===== src/design/ettok_pkg.sv =====
// Shared types, codes and helpers for the entity text tokenizer.
package ettok_pkg;

    localparam int MAX_RES = 4;
    localparam int CNT_W = 3;
    localparam int LIMIT_W = 13;
    localparam int QDEPTH = 4;
    localparam int QAW = 2;

    localparam logic [1:0] KIND_CHAR = 2'd0;
    localparam logic [1:0] KIND_END = 2'd1;
    localparam logic [1:0] KIND_EOD = 2'd2;

    localparam logic [1:0] TYPE_WORD = 2'd0;
    localparam logic [1:0] TYPE_QUOTE = 2'd1;
    localparam logic [1:0] TYPE_BRACE = 2'd2;

    localparam logic [7:0] CH_NUL = 8'h00;
    localparam logic [7:0] CH_NL = 8'h0A;
    localparam logic [7:0] CH_SPACE = 8'h20;
    localparam logic [7:0] CH_DQUOTE = 8'h22;
    localparam logic [7:0] CH_APOS = 8'h27;
    localparam logic [7:0] CH_LPAREN = 8'h28;
    localparam logic [7:0] CH_RPAREN = 8'h29;
    localparam logic [7:0] CH_SLASH = 8'h2F;
    localparam logic [7:0] CH_LBRACE = 8'h7B;
    localparam logic [7:0] CH_RBRACE = 8'h7D;

    localparam logic [2:0] REG_TOKEN_LIMIT = 3'd0;
    localparam logic [LIMIT_W-1:0] TOKEN_LIMIT_RST = 13'd1024;

    typedef enum logic [4:0] {
        MODE_IDLE    = 5'b00001,
        MODE_SLASH   = 5'b00010,
        MODE_COMMENT = 5'b00100,
        MODE_QUOTE   = 5'b01000,
        MODE_WORD    = 5'b10000
    } mode_t;

    typedef struct packed {
        logic       trunc;
        logic [1:0] ttype;
        logic [7:0] ch;
        logic [1:0] kind;
    } res_t;

    // All results caused by one input byte.
    typedef struct packed {
        logic [CNT_W-1:0]        cnt;
        res_t [MAX_RES-1:0]      res;
    } cmd_t;

    function automatic logic is_brace(input logic [7:0] b);
        return (b == CH_LBRACE) || (b == CH_RBRACE) || (b == CH_LPAREN) ||
               (b == CH_RPAREN) || (b == CH_APOS);
    endfunction

    function automatic res_t make_res(input logic [1:0] kind, input logic [7:0] ch,
                                      input logic [1:0] ttype, input logic trunc);
        res_t r;
        r.kind = kind;
        r.ch = ch;
        r.ttype = ttype;
        r.trunc = trunc;
        return r;
    endfunction

endpackage


===== src/design/entity_text_tokenizer_core.sv =====
// Top level of the entity text tokenizer: register port, front end, queue and back end.
//
//  Channel  Direction  Signals                          Contents
//  s_*      in         s_tvalid s_tready s_tdata[7:0]   text bytes
//  m_*      out        m_tvalid m_tready m_tdata m_tuser m_tlast  token results
//  APB      in/out     psel penable pwrite paddr pwdata prdata pready  token_limit
//
// A byte is taken every cycle while the four-entry queue has room; its state update is done
// in that same cycle. Each byte causes zero to four results; the output sends one result per
// cycle while m_tready is high, so sustained rate is one byte per cycle when each byte yields
// at most one result, and otherwise the output port sets the pace. Reset clears the scan
// state, queue and output stage, and sets token_limit to 1024. Either side may stall freely.
module entity_text_tokenizer_core #(
    parameter int COUNT_WIDTH = 12
) (
    input  logic        clk,
    input  logic        rst_n,
    input  logic        s_tvalid,
    output logic        s_tready,
    input  logic [7:0]  s_tdata,   // [7:0] text_byte
    output logic        m_tvalid,
    input  logic        m_tready,
    output logic [7:0]  m_tdata,   // [7:0] token_char
    output logic [4:0]  m_tuser,   // [1:0] item_kind, [3:2] token_type, [4] was_truncated
    output logic        m_tlast,   // last_of_run
    input  logic        psel,
    input  logic        penable,
    input  logic        pwrite,
    input  logic [2:0]  paddr,
    input  logic [31:0] pwdata,
    output logic [31:0] prdata,
    output logic        pready
);

    logic [ettok_pkg::LIMIT_W-1:0] limit_reg;
    logic                          accept;
    logic                          push;
    logic                          full;
    logic                          q_pop;
    logic                          q_valid;
    ettok_pkg::cmd_t               push_cmd;
    ettok_pkg::cmd_t               q_cmd;

    assign pready = 1'b1;
    assign prdata = (paddr == ettok_pkg::REG_TOKEN_LIMIT) ?
                    32'(limit_reg) : 32'd0;

    always_ff @(posedge clk or negedge rst_n)
    begin
        if (!rst_n)
        begin
            limit_reg <= ettok_pkg::TOKEN_LIMIT_RST;
        end
        else if (psel && penable && pwrite && pready &&
                 paddr[2] == ettok_pkg::REG_TOKEN_LIMIT[2])
        begin
            limit_reg <= pwdata[ettok_pkg::LIMIT_W-1:0];
        end
    end

    assign s_tready = !full;
    assign accept = s_tvalid && s_tready;

    ettok_front #(
        .COUNT_WIDTH(COUNT_WIDTH)
    ) u_front (
        .clk         (clk),
        .rst_n       (rst_n),
        .accept      (accept),
        .text_byte   (s_tdata),
        .token_limit (limit_reg),
        .push        (push),
        .cmd         (push_cmd)
    );

    ettok_queue u_queue (
        .clk       (clk),
        .rst_n     (rst_n),
        .push      (push),
        .push_data (push_cmd),
        .full      (full),
        .pop       (q_pop),
        .pop_data  (q_cmd),
        .not_empty (q_valid)
    );

    ettok_back u_back (
        .clk      (clk),
        .rst_n    (rst_n),
        .q_data   (q_cmd),
        .q_valid  (q_valid),
        .q_pop    (q_pop),
        .m_tvalid (m_tvalid),
        .m_tready (m_tready),
        .m_tdata  (m_tdata),
        .m_tuser  (m_tuser),
        .m_tlast  (m_tlast)
    );

endmodule


===== src/design/ettok_front.sv =====
// Front end: scans each byte, keeps the token state and builds its result list.
module ettok_front #(
    parameter int COUNT_WIDTH = 12
) (
    input  logic                              clk,
    input  logic                              rst_n,
    input  logic                              accept,
    input  logic [7:0]                        text_byte,
    input  logic [ettok_pkg::LIMIT_W-1:0]     token_limit,
    output logic                              push,
    output ettok_pkg::cmd_t                   cmd
);

    localparam int WW = ettok_pkg::LIMIT_W + COUNT_WIDTH;

    ettok_pkg::mode_t           mode_reg, mode_next;
    logic [COUNT_WIDTH-1:0]     kept_reg, kept_next;
    logic                       drop_reg, drop_next;
    logic [ettok_pkg::LIMIT_W-1:0] lim_m1;
    logic [WW-1:0]              lim_wide;
    logic [COUNT_WIDTH-1:0]     cap;
    logic                       do_word;

    // Characters kept per token: limit minus one, floored at zero, capped at the counter range.
    always_comb
    begin
        lim_m1 = (token_limit == '0) ? '0 : token_limit - 1'b1;
        lim_wide = WW'(lim_m1);
        cap = (lim_wide > WW'({COUNT_WIDTH{1'b1}})) ? '1 : lim_wide[COUNT_WIDTH-1:0];
    end

    always_comb
    begin
        mode_next = mode_reg;
        kept_next = kept_reg;
        drop_next = drop_reg;
        cmd = '0;
        do_word = 1'b0;
        case (mode_reg)
            ettok_pkg::MODE_SLASH:
            begin
                kept_next = '0;
                drop_next = 1'b0;
                if (text_byte == ettok_pkg::CH_SLASH)
                begin
                    mode_next = ettok_pkg::MODE_COMMENT;
                end
                else
                begin
                    // A lone slash starts a word; the current byte continues or ends it.
                    if (kept_next < cap)
                    begin
                        cmd.res[cmd.cnt[1:0]] = ettok_pkg::make_res(ettok_pkg::KIND_CHAR,
                            ettok_pkg::CH_SLASH, ettok_pkg::TYPE_WORD, 1'b0);
                        cmd.cnt = cmd.cnt + 3'd1;
                        kept_next = kept_next + 1'b1;
                    end
                    else
                    begin
                        drop_next = 1'b1;
                    end
                    do_word = 1'b1;
                end
            end
            ettok_pkg::MODE_COMMENT:
            begin
                if (text_byte == ettok_pkg::CH_NUL)
                begin
                    cmd.res[cmd.cnt[1:0]] = ettok_pkg::make_res(ettok_pkg::KIND_EOD,
                        8'd0, ettok_pkg::TYPE_WORD, 1'b0);
                    cmd.cnt = cmd.cnt + 3'd1;
                    mode_next = ettok_pkg::MODE_IDLE;
                    kept_next = '0;
                    drop_next = 1'b0;
                end
                else if (text_byte == ettok_pkg::CH_NL)
                begin
                    mode_next = ettok_pkg::MODE_IDLE;
                end
            end
            ettok_pkg::MODE_QUOTE:
            begin
                if (text_byte == ettok_pkg::CH_DQUOTE || text_byte == ettok_pkg::CH_NUL)
                begin
                    cmd.res[cmd.cnt[1:0]] = ettok_pkg::make_res(ettok_pkg::KIND_END,
                        8'd0, ettok_pkg::TYPE_QUOTE, drop_next);
                    cmd.cnt = cmd.cnt + 3'd1;
                    kept_next = '0;
                    drop_next = 1'b0;
                    mode_next = ettok_pkg::MODE_IDLE;
                    if (text_byte == ettok_pkg::CH_NUL)
                    begin
                        cmd.res[cmd.cnt[1:0]] = ettok_pkg::make_res(ettok_pkg::KIND_EOD,
                            8'd0, ettok_pkg::TYPE_WORD, 1'b0);
                        cmd.cnt = cmd.cnt + 3'd1;
                    end
                end
                else if (kept_next < cap)
                begin
                    cmd.res[cmd.cnt[1:0]] = ettok_pkg::make_res(ettok_pkg::KIND_CHAR,
                        text_byte, ettok_pkg::TYPE_QUOTE, 1'b0);
                    cmd.cnt = cmd.cnt + 3'd1;
                    kept_next = kept_next + 1'b1;
                end
                else
                begin
                    drop_next = 1'b1;
                end
            end
            ettok_pkg::MODE_WORD:
            begin
                do_word = 1'b1;
            end
            default:
            begin
                mode_next = ettok_pkg::MODE_IDLE;
                if (text_byte == ettok_pkg::CH_NUL)
                begin
                    cmd.res[cmd.cnt[1:0]] = ettok_pkg::make_res(ettok_pkg::KIND_EOD,
                        8'd0, ettok_pkg::TYPE_WORD, 1'b0);
                    cmd.cnt = cmd.cnt + 3'd1;
                    kept_next = '0;
                    drop_next = 1'b0;
                end
                else if (text_byte <= ettok_pkg::CH_SPACE)
                begin
                    mode_next = ettok_pkg::MODE_IDLE;
                end
                else if (text_byte == ettok_pkg::CH_SLASH)
                begin
                    mode_next = ettok_pkg::MODE_SLASH;
                end
                else if (text_byte == ettok_pkg::CH_DQUOTE)
                begin
                    kept_next = '0;
                    drop_next = 1'b0;
                    mode_next = ettok_pkg::MODE_QUOTE;
                end
                else
                begin
                    kept_next = '0;
                    drop_next = 1'b0;
                    if (!ettok_pkg::is_brace(text_byte))
                    begin
                        mode_next = ettok_pkg::MODE_WORD;
                    end
                    if (cap != '0)
                    begin
                        cmd.res[cmd.cnt[1:0]] = ettok_pkg::make_res(ettok_pkg::KIND_CHAR,
                            text_byte, ettok_pkg::is_brace(text_byte) ?
                            ettok_pkg::TYPE_BRACE : ettok_pkg::TYPE_WORD, 1'b0);
                        cmd.cnt = cmd.cnt + 3'd1;
                        kept_next = kept_next + 1'b1;
                    end
                    else
                    begin
                        drop_next = 1'b1;
                    end
                    if (ettok_pkg::is_brace(text_byte))
                    begin
                        cmd.res[cmd.cnt[1:0]] = ettok_pkg::make_res(ettok_pkg::KIND_END,
                            8'd0, ettok_pkg::TYPE_BRACE, drop_next);
                        cmd.cnt = cmd.cnt + 3'd1;
                        kept_next = '0;
                        drop_next = 1'b0;
                    end
                end
            end
        endcase

        // Handling of a byte that follows the first character of a word.
        if (do_word)
        begin
            if (text_byte <= ettok_pkg::CH_SPACE || ettok_pkg::is_brace(text_byte))
            begin
                cmd.res[cmd.cnt[1:0]] = ettok_pkg::make_res(ettok_pkg::KIND_END,
                    8'd0, ettok_pkg::TYPE_WORD, drop_next);
                cmd.cnt = cmd.cnt + 3'd1;
                kept_next = '0;
                drop_next = 1'b0;
                mode_next = ettok_pkg::MODE_IDLE;
                if (text_byte == ettok_pkg::CH_NUL)
                begin
                    cmd.res[cmd.cnt[1:0]] = ettok_pkg::make_res(ettok_pkg::KIND_EOD,
                        8'd0, ettok_pkg::TYPE_WORD, 1'b0);
                    cmd.cnt = cmd.cnt + 3'd1;
                end
                else if (ettok_pkg::is_brace(text_byte))
                begin
                    if (cap != '0)
                    begin
                        cmd.res[cmd.cnt[1:0]] = ettok_pkg::make_res(ettok_pkg::KIND_CHAR,
                            text_byte, ettok_pkg::TYPE_BRACE, 1'b0);
                        cmd.cnt = cmd.cnt + 3'd1;
                    end
                    cmd.res[cmd.cnt[1:0]] = ettok_pkg::make_res(ettok_pkg::KIND_END,
                        8'd0, ettok_pkg::TYPE_BRACE, cap == '0);
                    cmd.cnt = cmd.cnt + 3'd1;
                end
            end
            else
            begin
                mode_next = ettok_pkg::MODE_WORD;
                if (kept_next < cap)
                begin
                    cmd.res[cmd.cnt[1:0]] = ettok_pkg::make_res(ettok_pkg::KIND_CHAR,
                        text_byte, ettok_pkg::TYPE_WORD, 1'b0);
                    cmd.cnt = cmd.cnt + 3'd1;
                    kept_next = kept_next + 1'b1;
                end
                else
                begin
                    drop_next = 1'b1;
                end
            end
        end
    end

    assign push = accept && (cmd.cnt != '0);

    always_ff @(posedge clk or negedge rst_n)
    begin
        if (!rst_n)
        begin
            mode_reg <= ettok_pkg::MODE_IDLE;
            kept_reg <= '0;
            drop_reg <= 1'b0;
        end
        else if (accept)
        begin
            mode_reg <= mode_next;
            kept_reg <= kept_next;
            drop_reg <= drop_next;
        end
    end

endmodule


===== src/design/ettok_queue.sv =====
// Small queue of per-byte result lists between the front and back ends.
module ettok_queue (
    input  logic             clk,
    input  logic             rst_n,
    input  logic             push,
    input  ettok_pkg::cmd_t  push_data,
    output logic             full,
    input  logic             pop,
    output ettok_pkg::cmd_t  pop_data,
    output logic             not_empty
);

    ettok_pkg::cmd_t              mem [ettok_pkg::QDEPTH];
    logic [ettok_pkg::QAW-1:0]    wr_ptr_reg, rd_ptr_reg;
    logic [ettok_pkg::QAW:0]      count_reg, count_next;

    assign full = (count_reg == (ettok_pkg::QAW+1)'(ettok_pkg::QDEPTH));
    assign not_empty = (count_reg != '0);
    assign pop_data = mem[rd_ptr_reg];

    always_comb
    begin
        count_next = count_reg;
        if (push && !(pop && not_empty))
        begin
            count_next = count_reg + 1'b1;
        end
        else if (!push && pop && not_empty)
        begin
            count_next = count_reg - 1'b1;
        end
    end

    always_ff @(posedge clk)
    begin
        if (push)
        begin
            mem[wr_ptr_reg] <= push_data;
        end
    end

    always_ff @(posedge clk or negedge rst_n)
    begin
        if (!rst_n)
        begin
            wr_ptr_reg <= '0;
            rd_ptr_reg <= '0;
            count_reg <= '0;
        end
        else
        begin
            if (push)
            begin
                wr_ptr_reg <= wr_ptr_reg + 1'b1;
            end
            if (pop && not_empty)
            begin
                rd_ptr_reg <= rd_ptr_reg + 1'b1;
            end
            count_reg <= count_next;
        end
    end

endmodule


===== src/design/ettok_back.sv =====
// Back end: plays out the results of each queued byte, one per transaction.
module ettok_back (
    input  logic             clk,
    input  logic             rst_n,
    input  ettok_pkg::cmd_t  q_data,
    input  logic             q_valid,
    output logic             q_pop,
    output logic             m_tvalid,
    input  logic             m_tready,
    output logic [7:0]       m_tdata,
    output logic [4:0]       m_tuser,
    output logic             m_tlast
);

    ettok_pkg::cmd_t   cur_reg;
    logic [1:0]        idx_reg;
    logic              valid_reg;
    logic              at_last;
    ettok_pkg::res_t   r;

    assign r = cur_reg.res[idx_reg];
    assign at_last = ({1'b0, idx_reg} == cur_reg.cnt - 3'd1);
    // The next list loads when the current one is gone or its last result leaves now.
    assign q_pop = q_valid && (!valid_reg || (m_tready && at_last));

    assign m_tvalid = valid_reg;
    assign m_tdata = r.ch;
    assign m_tuser = {r.trunc, r.ttype, r.kind};
    assign m_tlast = at_last;

    always_ff @(posedge clk)
    begin
        if (q_pop)
        begin
            cur_reg <= q_data;
        end
    end

    always_ff @(posedge clk or negedge rst_n)
    begin
        if (!rst_n)
        begin
            valid_reg <= 1'b0;
            idx_reg <= '0;
        end
        else if (q_pop)
        begin
            valid_reg <= 1'b1;
            idx_reg <= '0;
        end
        else if (valid_reg && m_tready)
        begin
            if (at_last)
            begin
                valid_reg <= 1'b0;
            end
            else
            begin
                idx_reg <= idx_reg + 2'd1;
            end
        end
    end

endmodule

===== config.mk =====
export PLATFORM = sky130hd
export DESIGN_NAME = entity_text_tokenizer_core
export DESIGN_NICKNAME = d
export VERILOG_FILES = /design/src/design/ettok_pkg.sv /design/src/design/entity_text_tokenizer_core.sv /design/src/design/ettok_front.sv /design/src/design/ettok_queue.sv /design/src/design/ettok_back.sv
export SDC_FILE = /design/constraint.sdc
export NUM_CORES = 1
export LEC_CHECK = 0
export BUFFER_PORTS_ARGS = -buffer_cell sky130_fd_sc_hd__buf_2
export CAP_MARGIN = 20
export CORE_MARGIN = 2
export CORE_UTILIZATION = 55
export CTS_CLUSTER_SIZE = 20
export DETAILED_ROUTE_END_ITERATION = 16
export PLACE_DENSITY = 0.79
export SLEW_MARGIN = 25
export SYNTH_ARGS = -nofsm -noshare
export SYNTH_HDL_FRONTEND = slang
export SYNTH_HIERARCHICAL = 1
export SYNTH_SLANG_ARGS = --single-unit

===== constraint.sdc =====
create_clock -name clk -period 9.8 [get_ports clk]
set_input_delay 1.47 -clock clk [delete_from_list [all_inputs] [get_ports clk]]
set_output_delay 1.47 -clock clk [all_outputs]
set_load 0.02 [all_outputs]

* Yosys cells after proc, flatten, opt, wreduce, memory -nomap -nowiden
Memories as Yosys holds them, arrays and structs flattened. A register that Yosys moved wholly into a read port is not among the register bits. Cells that the tools add are included.
Operators by class: add/subtract/negate cells 13, equal/unequal tests 19, reductions and logical operators 42, magnitude comparators 14, bitwise logic cells 4, mux-type cells 123
Operator list (number):
- 55-bit two-way mux | 14
- 52-bit bitwise mux | 5
- 13-bit two-way mux | 15
- 12-bit two-way mux | 13
- 13-bit demux with 2-bit select | 4
- 5-bit two-way mux | 11
- 13-bit case mux with 4 select lines | 1
- 48-bit AND | 1
- 48-bit NOT | 1
- 12-bit case mux with 4 select lines | 1
- 8-bit by 6-bit == test with 1-bit output (second input constant) | 5
- 39-bit two-way mux | 1
- 1-bit two-way mux | 32
- 3-bit two-way mux | 10
- 13-bit binary-select mux with 2-bit select | 1
- 26-bit two-way mux | 1
- 13-bit case mux with 2 select lines | 1
- 12-bit by 1-bit adder with 12-bit output (second input constant) | 2
- 12-bit less-than comparator | 2
- 5-bit case mux with 4 select lines | 1
- 8-bit by 7-bit == test with 1-bit output (second input constant) | 2
- 1-bit logical AND | 16
- 3-bit by 1-bit adder with 3-bit output (second input constant) | 5
- 2-bit by 3-bit less-than comparator with 1-bit output (second input constant) | 5
- 38 further kinds | 65
Word-level totals: memories kept 1, register bits 41, bits of input ports 50, bits in writable memories 220, word-level logic and storage cells 225
Memory list:
- u_queue.mem | depth 4, width 55, read ports 1, clocked after memory_dff 1, wr ports 1, line ettok_queue.sv:13 | ettok_pkg::cmd_t mem [ettok_pkg::QDEPTH];

* Longest topological paths before layout
word-level depth 49, gate-level depth with buffers 34, mapped depth without buffers 31

* Cells and area by module
Netlist, hierarchy kept.
By module, submodules not included:
- ettok_queue | times used 1, area each 8408.1 um^2, cells an instance 338
- ettok_front | times used 1, area each 4121.5 um^2, cells an instance 581
- ettok_back | times used 1, area each 2262.2 um^2, cells an instance 102
- entity_text_tokenizer_core | times used 1, area each 804.5 um^2, cells an instance 67

* Worst setup path before layout
No wires, ideal clock.
path type reg2reg, start point register limit_reg[0] in the netlist's numbering, end point memory u_queue/mem[0][0] in the netlist's numbering (enable), data required time 9382 ps, library setup time 418 ps, cell stages (with the launch flop) 29, clock period less this slack 7959 ps, path slack 1841 ps, data arrival time 7541 ps, cell sequence dfrtp_1 > inv_1 > ha_1 > or3b_2 > clkbuf_1 > nor3_2 > nand2_1 > a21oi_1 > ha_1 > a2111oi_0 > o221a_2 > or2_2 > buf_1 > o21ai_2 > nor4_1 > mux2i_1 > o21ai_0 > ha_1 > a21o_1 > a21oi_1 > o21ai_0 > a21o_1 > o41ai_4 > and2_1 > buf_2 > a22o_1 > o31a_1 > clkbuf_1 > and2_1
RTL lines:
- start, declared | line entity_text_tokenizer_core.sv:35 | logic [ettok_pkg::LIMIT_W-1:0] limit_reg;
- start signal, assigned | line entity_text_tokenizer_core.sv:52 | limit_reg <= ettok_pkg::TOKEN_LIMIT_RST;
- start signal, assigned | line entity_text_tokenizer_core.sv:57 | limit_reg <= pwdata[ettok_pkg::LIMIT_W-1:0];
- end, declared | line ettok_queue.sv:13

==> results.md <==
| Step | Result | Reported |
|---|---|---|
| run status | Status | complete, no violations |
| synthesis | Yosys Warn Count | 6 |
| detailed routing | Average vias per placed instance | 6.283 |
| synthesis | Share of flip-flops with an asynchronous set or reset | 12.97% |
| cells and area | Net count reported at finish | 1,235 |
| cts | Clock transition at the register clock pins on the worst setup and hold paths after CTS | 70 ps |
| grt | Initial antenna violation count | 1 |
| floorplanning | Rows | 61 |
| setup path | Max stage delay on crit path | 780 ps |
| place | Setup WS pre-CTS | 1251 ps |
| timing | Post-route minimum period | 8744 ps |
| synthesis | Top cell type's share of synthesized area | 52.95% |
| place | Final estimated routing congestion in global placement | 0.9202 |
| cells and area | Cell Count, Final, Fillers Out | 1,541 |
| timing | Slew Limit Headroom | 31.25% |
| synthesis | Post-synthesis cell area | 15,600 um^2 |
| grt | Largest net degree at the start of global routing | 65 |
| pwr | Total design power | 4.614 mW |
| cells and area | Max reg flops | 220 |
| timing | Number of max-slew violations in the final report | 0 |
| synthesis | Average size of a mapped cell | 14.33 um^2 |
| setup path | Crit Path Class | reg2reg |
| setup path | Type of element launching the critical path | register |
| timing | Max frequency | 114.4 MHz |
| pwr | Combinational share of power | 31.6% |
| grt | First-pass GRT wire length | 52,390 um |
| synthesis | Sequential element share of the synthesized area | 59.54% |
| synthesis | Gate count of the mapped netlist | 1,088 |
| cts | Maximum clock insertion buffer count | 3 |
| pwr | Leakage power summed over all cells | 6.125 nW |
| pwr | Pint | 3.083 mW |
| synthesis | Cells taking the most area after synthesis | sky130_fd_sc_hd__edfxtp_1 53%, sky130_fd_sc_hd__mux4_2 8.8%, sky130_fd_sc_hd__dfrtp_1 6.3%, sky130_fd_sc_hd__ha_1 3.7%, sky130_fd_sc_hd__nand2_1 1.4% |
| place | Post-placement cell count | 1,484 |
| synthesis | Primary FF master, synth | sky130_fd_sc_hd__edfxtp_1 |
| place | Number of input and output port buffers inserted | 59 |
| pwr | Power Density | 269.7 nW/um^2 |
| timing | Final setup violation count | 0 |
| floorplanning | DIE AREA | 29,720 um^2 |
| setup path | Critical Path Slowest Stage Cell | sky130_fd_sc_hd__o41ai_4 |
| timing | Slew of the pin with the lowest slew margin | 1027 ps |
| detailed routing | Number of violations reported at the end of detailed-routing iteration 0 | 997 |
| pwr | Peak supply drop | 138.7 uV |
| cts | Number of H-tree levels | 1 |
| floorplanning | Floorplan die height | 172.4 um |
| setup path | Arrival time worst endpoint | 8930 ps |
| floorplanning | Starting density of the core | 55.98% |
| detailed routing | First-pass iteration count of the detailed router | 5 |
| cts | TritonCTS Buffers | 30 |
| synthesis | Count of state elements after synthesis | 316 |
| detailed routing | Final routed wire length divided by cell count | 21.67 um |
| place | Total half-perimeter wirelength after legalization and detailed placement | 20,860 um |
| timing | Final Cycle Share | 89.22% |
| timing | Number of failing hold endpoints at the final stage | 0 |
| pwr | Proportion of power drawn by flip-flops and latches | 43.8% |
| detailed routing | Total detailed-routing wirelength | 33,400 um |
| cells and area | Synth-to-layout area growth | 9.683% |
| synthesis | Yosys top cell by area | sky130_fd_sc_hd__edfxtp_1 |
| detailed routing | DRC viols | 0 |
| timing | Sum of negative setup slack | 0 ps |
| pwr | Net switching power figure | 1.531 mW |
| grt | Number of global-route vias before repair | 9,303 |
| setup path | WP data required | 9990 ps |
| floorplanning | Core region area | 27,860 um^2 |
| cells and area | Final core occ | 61.41% |
| synthesis | Distinct cell type count of the synthesized netlist | 96 |
| cts | Hold_buf cts | 0 |
| floorplanning | Boundary pin count | 99 |
| cts | Root buf cell | sky130_fd_sc_hd__clkbuf_16 |
| pwr | Clock network fraction of total power | 24.6% |
| setup path | Critical Path Sink Type | register |
| cts | Setup bufs post-CTS | 0 |
| cts | Source-to-sink clock delay at the later pin of the worst-skew pair | 560 ps |
| run | Max_cap viols | 0 |
| hold path | Kind of path behind the tightest hold check | reg2reg |
| grt | Overflow after GRT | 0 |
| detailed routing | Residual antenna-violating net count after detailed routing | 0 |
| cts | Number of clock sinks | 316 |
| timing | Post-Route Skew | 20.61 ps |
| synthesis | Number of flops mapped to enable cells by yosys | 275 |
| detailed routing | Via count | 9,682 |
| pwr | Fraction of power spent switching nets | 33.18% |
| cts | # resized after CTS | 0 |
| setup path | Maximum net fanout on the critical path | 55 |
| timing | RSZ-0062 raised after global routing | false |
| cells and area | Share of cells above drive strength 1 | 20.14% |
| floorplanning | X dimension of the die | 172.4 um |
| cts | CTS tree | yes |
| grt | GRT Total Usage | 22.86% |
| timing | Least setup slack across all paths after layout | 1056 ps |
| setup path | Internal reg-to-reg setup slack | 1060 ps |
| setup path | Dominant cell type by count on the critical path | sky130_fd_sc_hd__ha_1 |
[worst paths after layout]
| path | startpoint | end | depth (start not counted) |
|---|---|---|---|
| max | limit_reg[0]$_DFFE_PN0P_ | u_queue/mem[1][29]$_DFFE_PP_ | 25 |
| min | u_front/drop_reg$_DFFE_PN0P_ | u_front/drop_reg$_DFFE_PN0P_ | 1 |
| max reg2reg | limit_reg[0]$_DFFE_PN0P_ | u_queue/mem[1][29]$_DFFE_PP_ | 25 |
| min reg2reg | u_front/drop_reg$_DFFE_PN0P_ | u_front/drop_reg$_DFFE_PN0P_ | 1 |
| max in group asynchronous | rst_n | u_queue/rd_ptr_reg[0]$_DFFE_PN0P_ | 1 |
| min in group asynchronous | rst_n | u_front/kept_reg[2]$_DFFE_PN0P_ | 1 |
[synthesized netlist by cell type (10+ instances only)]
library cell,number
sky130_fd_sc_hd__o21ai_0,36
sky130_fd_sc_hd__a21oi_1,44
sky130_fd_sc_hd__buf_2,12
sky130_fd_sc_hd__edfxtp_1,275
sky130_fd_sc_hd__o211ai_1,10
sky130_fd_sc_hd__nor2_1,55
sky130_fd_sc_hd__mux4_2,61
sky130_fd_sc_hd__nand4_1,14
sky130_fd_sc_hd__buf_4,25
sky130_fd_sc_hd__and2_1,33
sky130_fd_sc_hd__dfrtp_1,39
sky130_fd_sc_hd__nor3_1,25
sky130_fd_sc_hd__nand2_1,60
sky130_fd_sc_hd__xnor2_1,17
sky130_fd_sc_hd__and3_1,16
sky130_fd_sc_hd__clkbuf_1,25
sky130_fd_sc_hd__nand2b_1,10
sky130_fd_sc_hd__mux2_4,10
sky130_fd_sc_hd__ha_1,46
sky130_fd_sc_hd__inv_1,32
sky130_fd_sc_hd__nand3_1,22
[layout by cell type, fill, tap and decap left out, drive strengths merged, types with 33 or more instances in the layout]
cell type  count
nor2          56
nand2         60
mux4          68
buf           72
edfxtp       275
ha            46
o21ai         37
a21oi         44
dfrtp         39
and2          33
[power groups by stage]
stage          clock (mW)  sequential, mW  combinational [mW]
2_1_floorplan           0            1.95                1.16
3_3_place_gp            0            2.02                1.41
3_5_place_dp            0            2.04                1.45
4_1_cts              1.15            2.02                1.46
5_1_grt              1.20            2.05                1.58
6_report             1.14            2.02                1.46
[cell type report]
class                      count  area (um^2)
antenna                        1        2.502
clock buffer                  30        750.7
clock inverter                26        230.2
fill                        2048        10750
inverter                      34        132.6
multi-input combinational    684         5818
sequential                   316         9291
tap                          378        473.0
timing repair buffer          72        407.9
[layer usage]
metal | GRT usage, % | wire [um]
met5 | 0 | 0
met4 | 4.932 | 526
met3 | 3.342 | 2520
met2 | 38.02 | 16630
met1 | 32.37 | 13720
[per-stage QoR]
step           cell area (um^2)  hold WS, ps
4_1_cts                   17100        535.9
6_report                  17110        537.8
5_1_grt                   17110        558.1
3_3_place_gp              16110        496.3
3_5_place_dp              16120        520.5
2_1_floorplan             15670        471.1
[worst max-delay path, delay by kind of cell (launching register included)]
kind	cells	cell delay, ps
AND/OR/NAND/NOR	7	2420
adder cells (fa/ha/maj)	3	860
flip-flops	1	440
AO/OA/AOI/OAI	12	3590
multiplexers	1	210
buffers and inverters	2	760
[cells by family (layout without fill, tap and decap cells)]
logic type               after synthesis  after routing  share of synthesized area (%)
AO/OA/AOI/OAI                        197            197                          8.969
XOR/XNOR                              22             22                          1.284
adder cells (fa/ha/maj)               48             48                          3.883
buffers and inverters                108            162                          3.722
flip-flops                           316            316                          59.54
multiplexers                          90             90                          11.74
other                                  3             24                        0.07220
AND/OR/NAND/NOR                      304            304                          10.78
No activity file was read; power rests on OpenSTA's default activity.
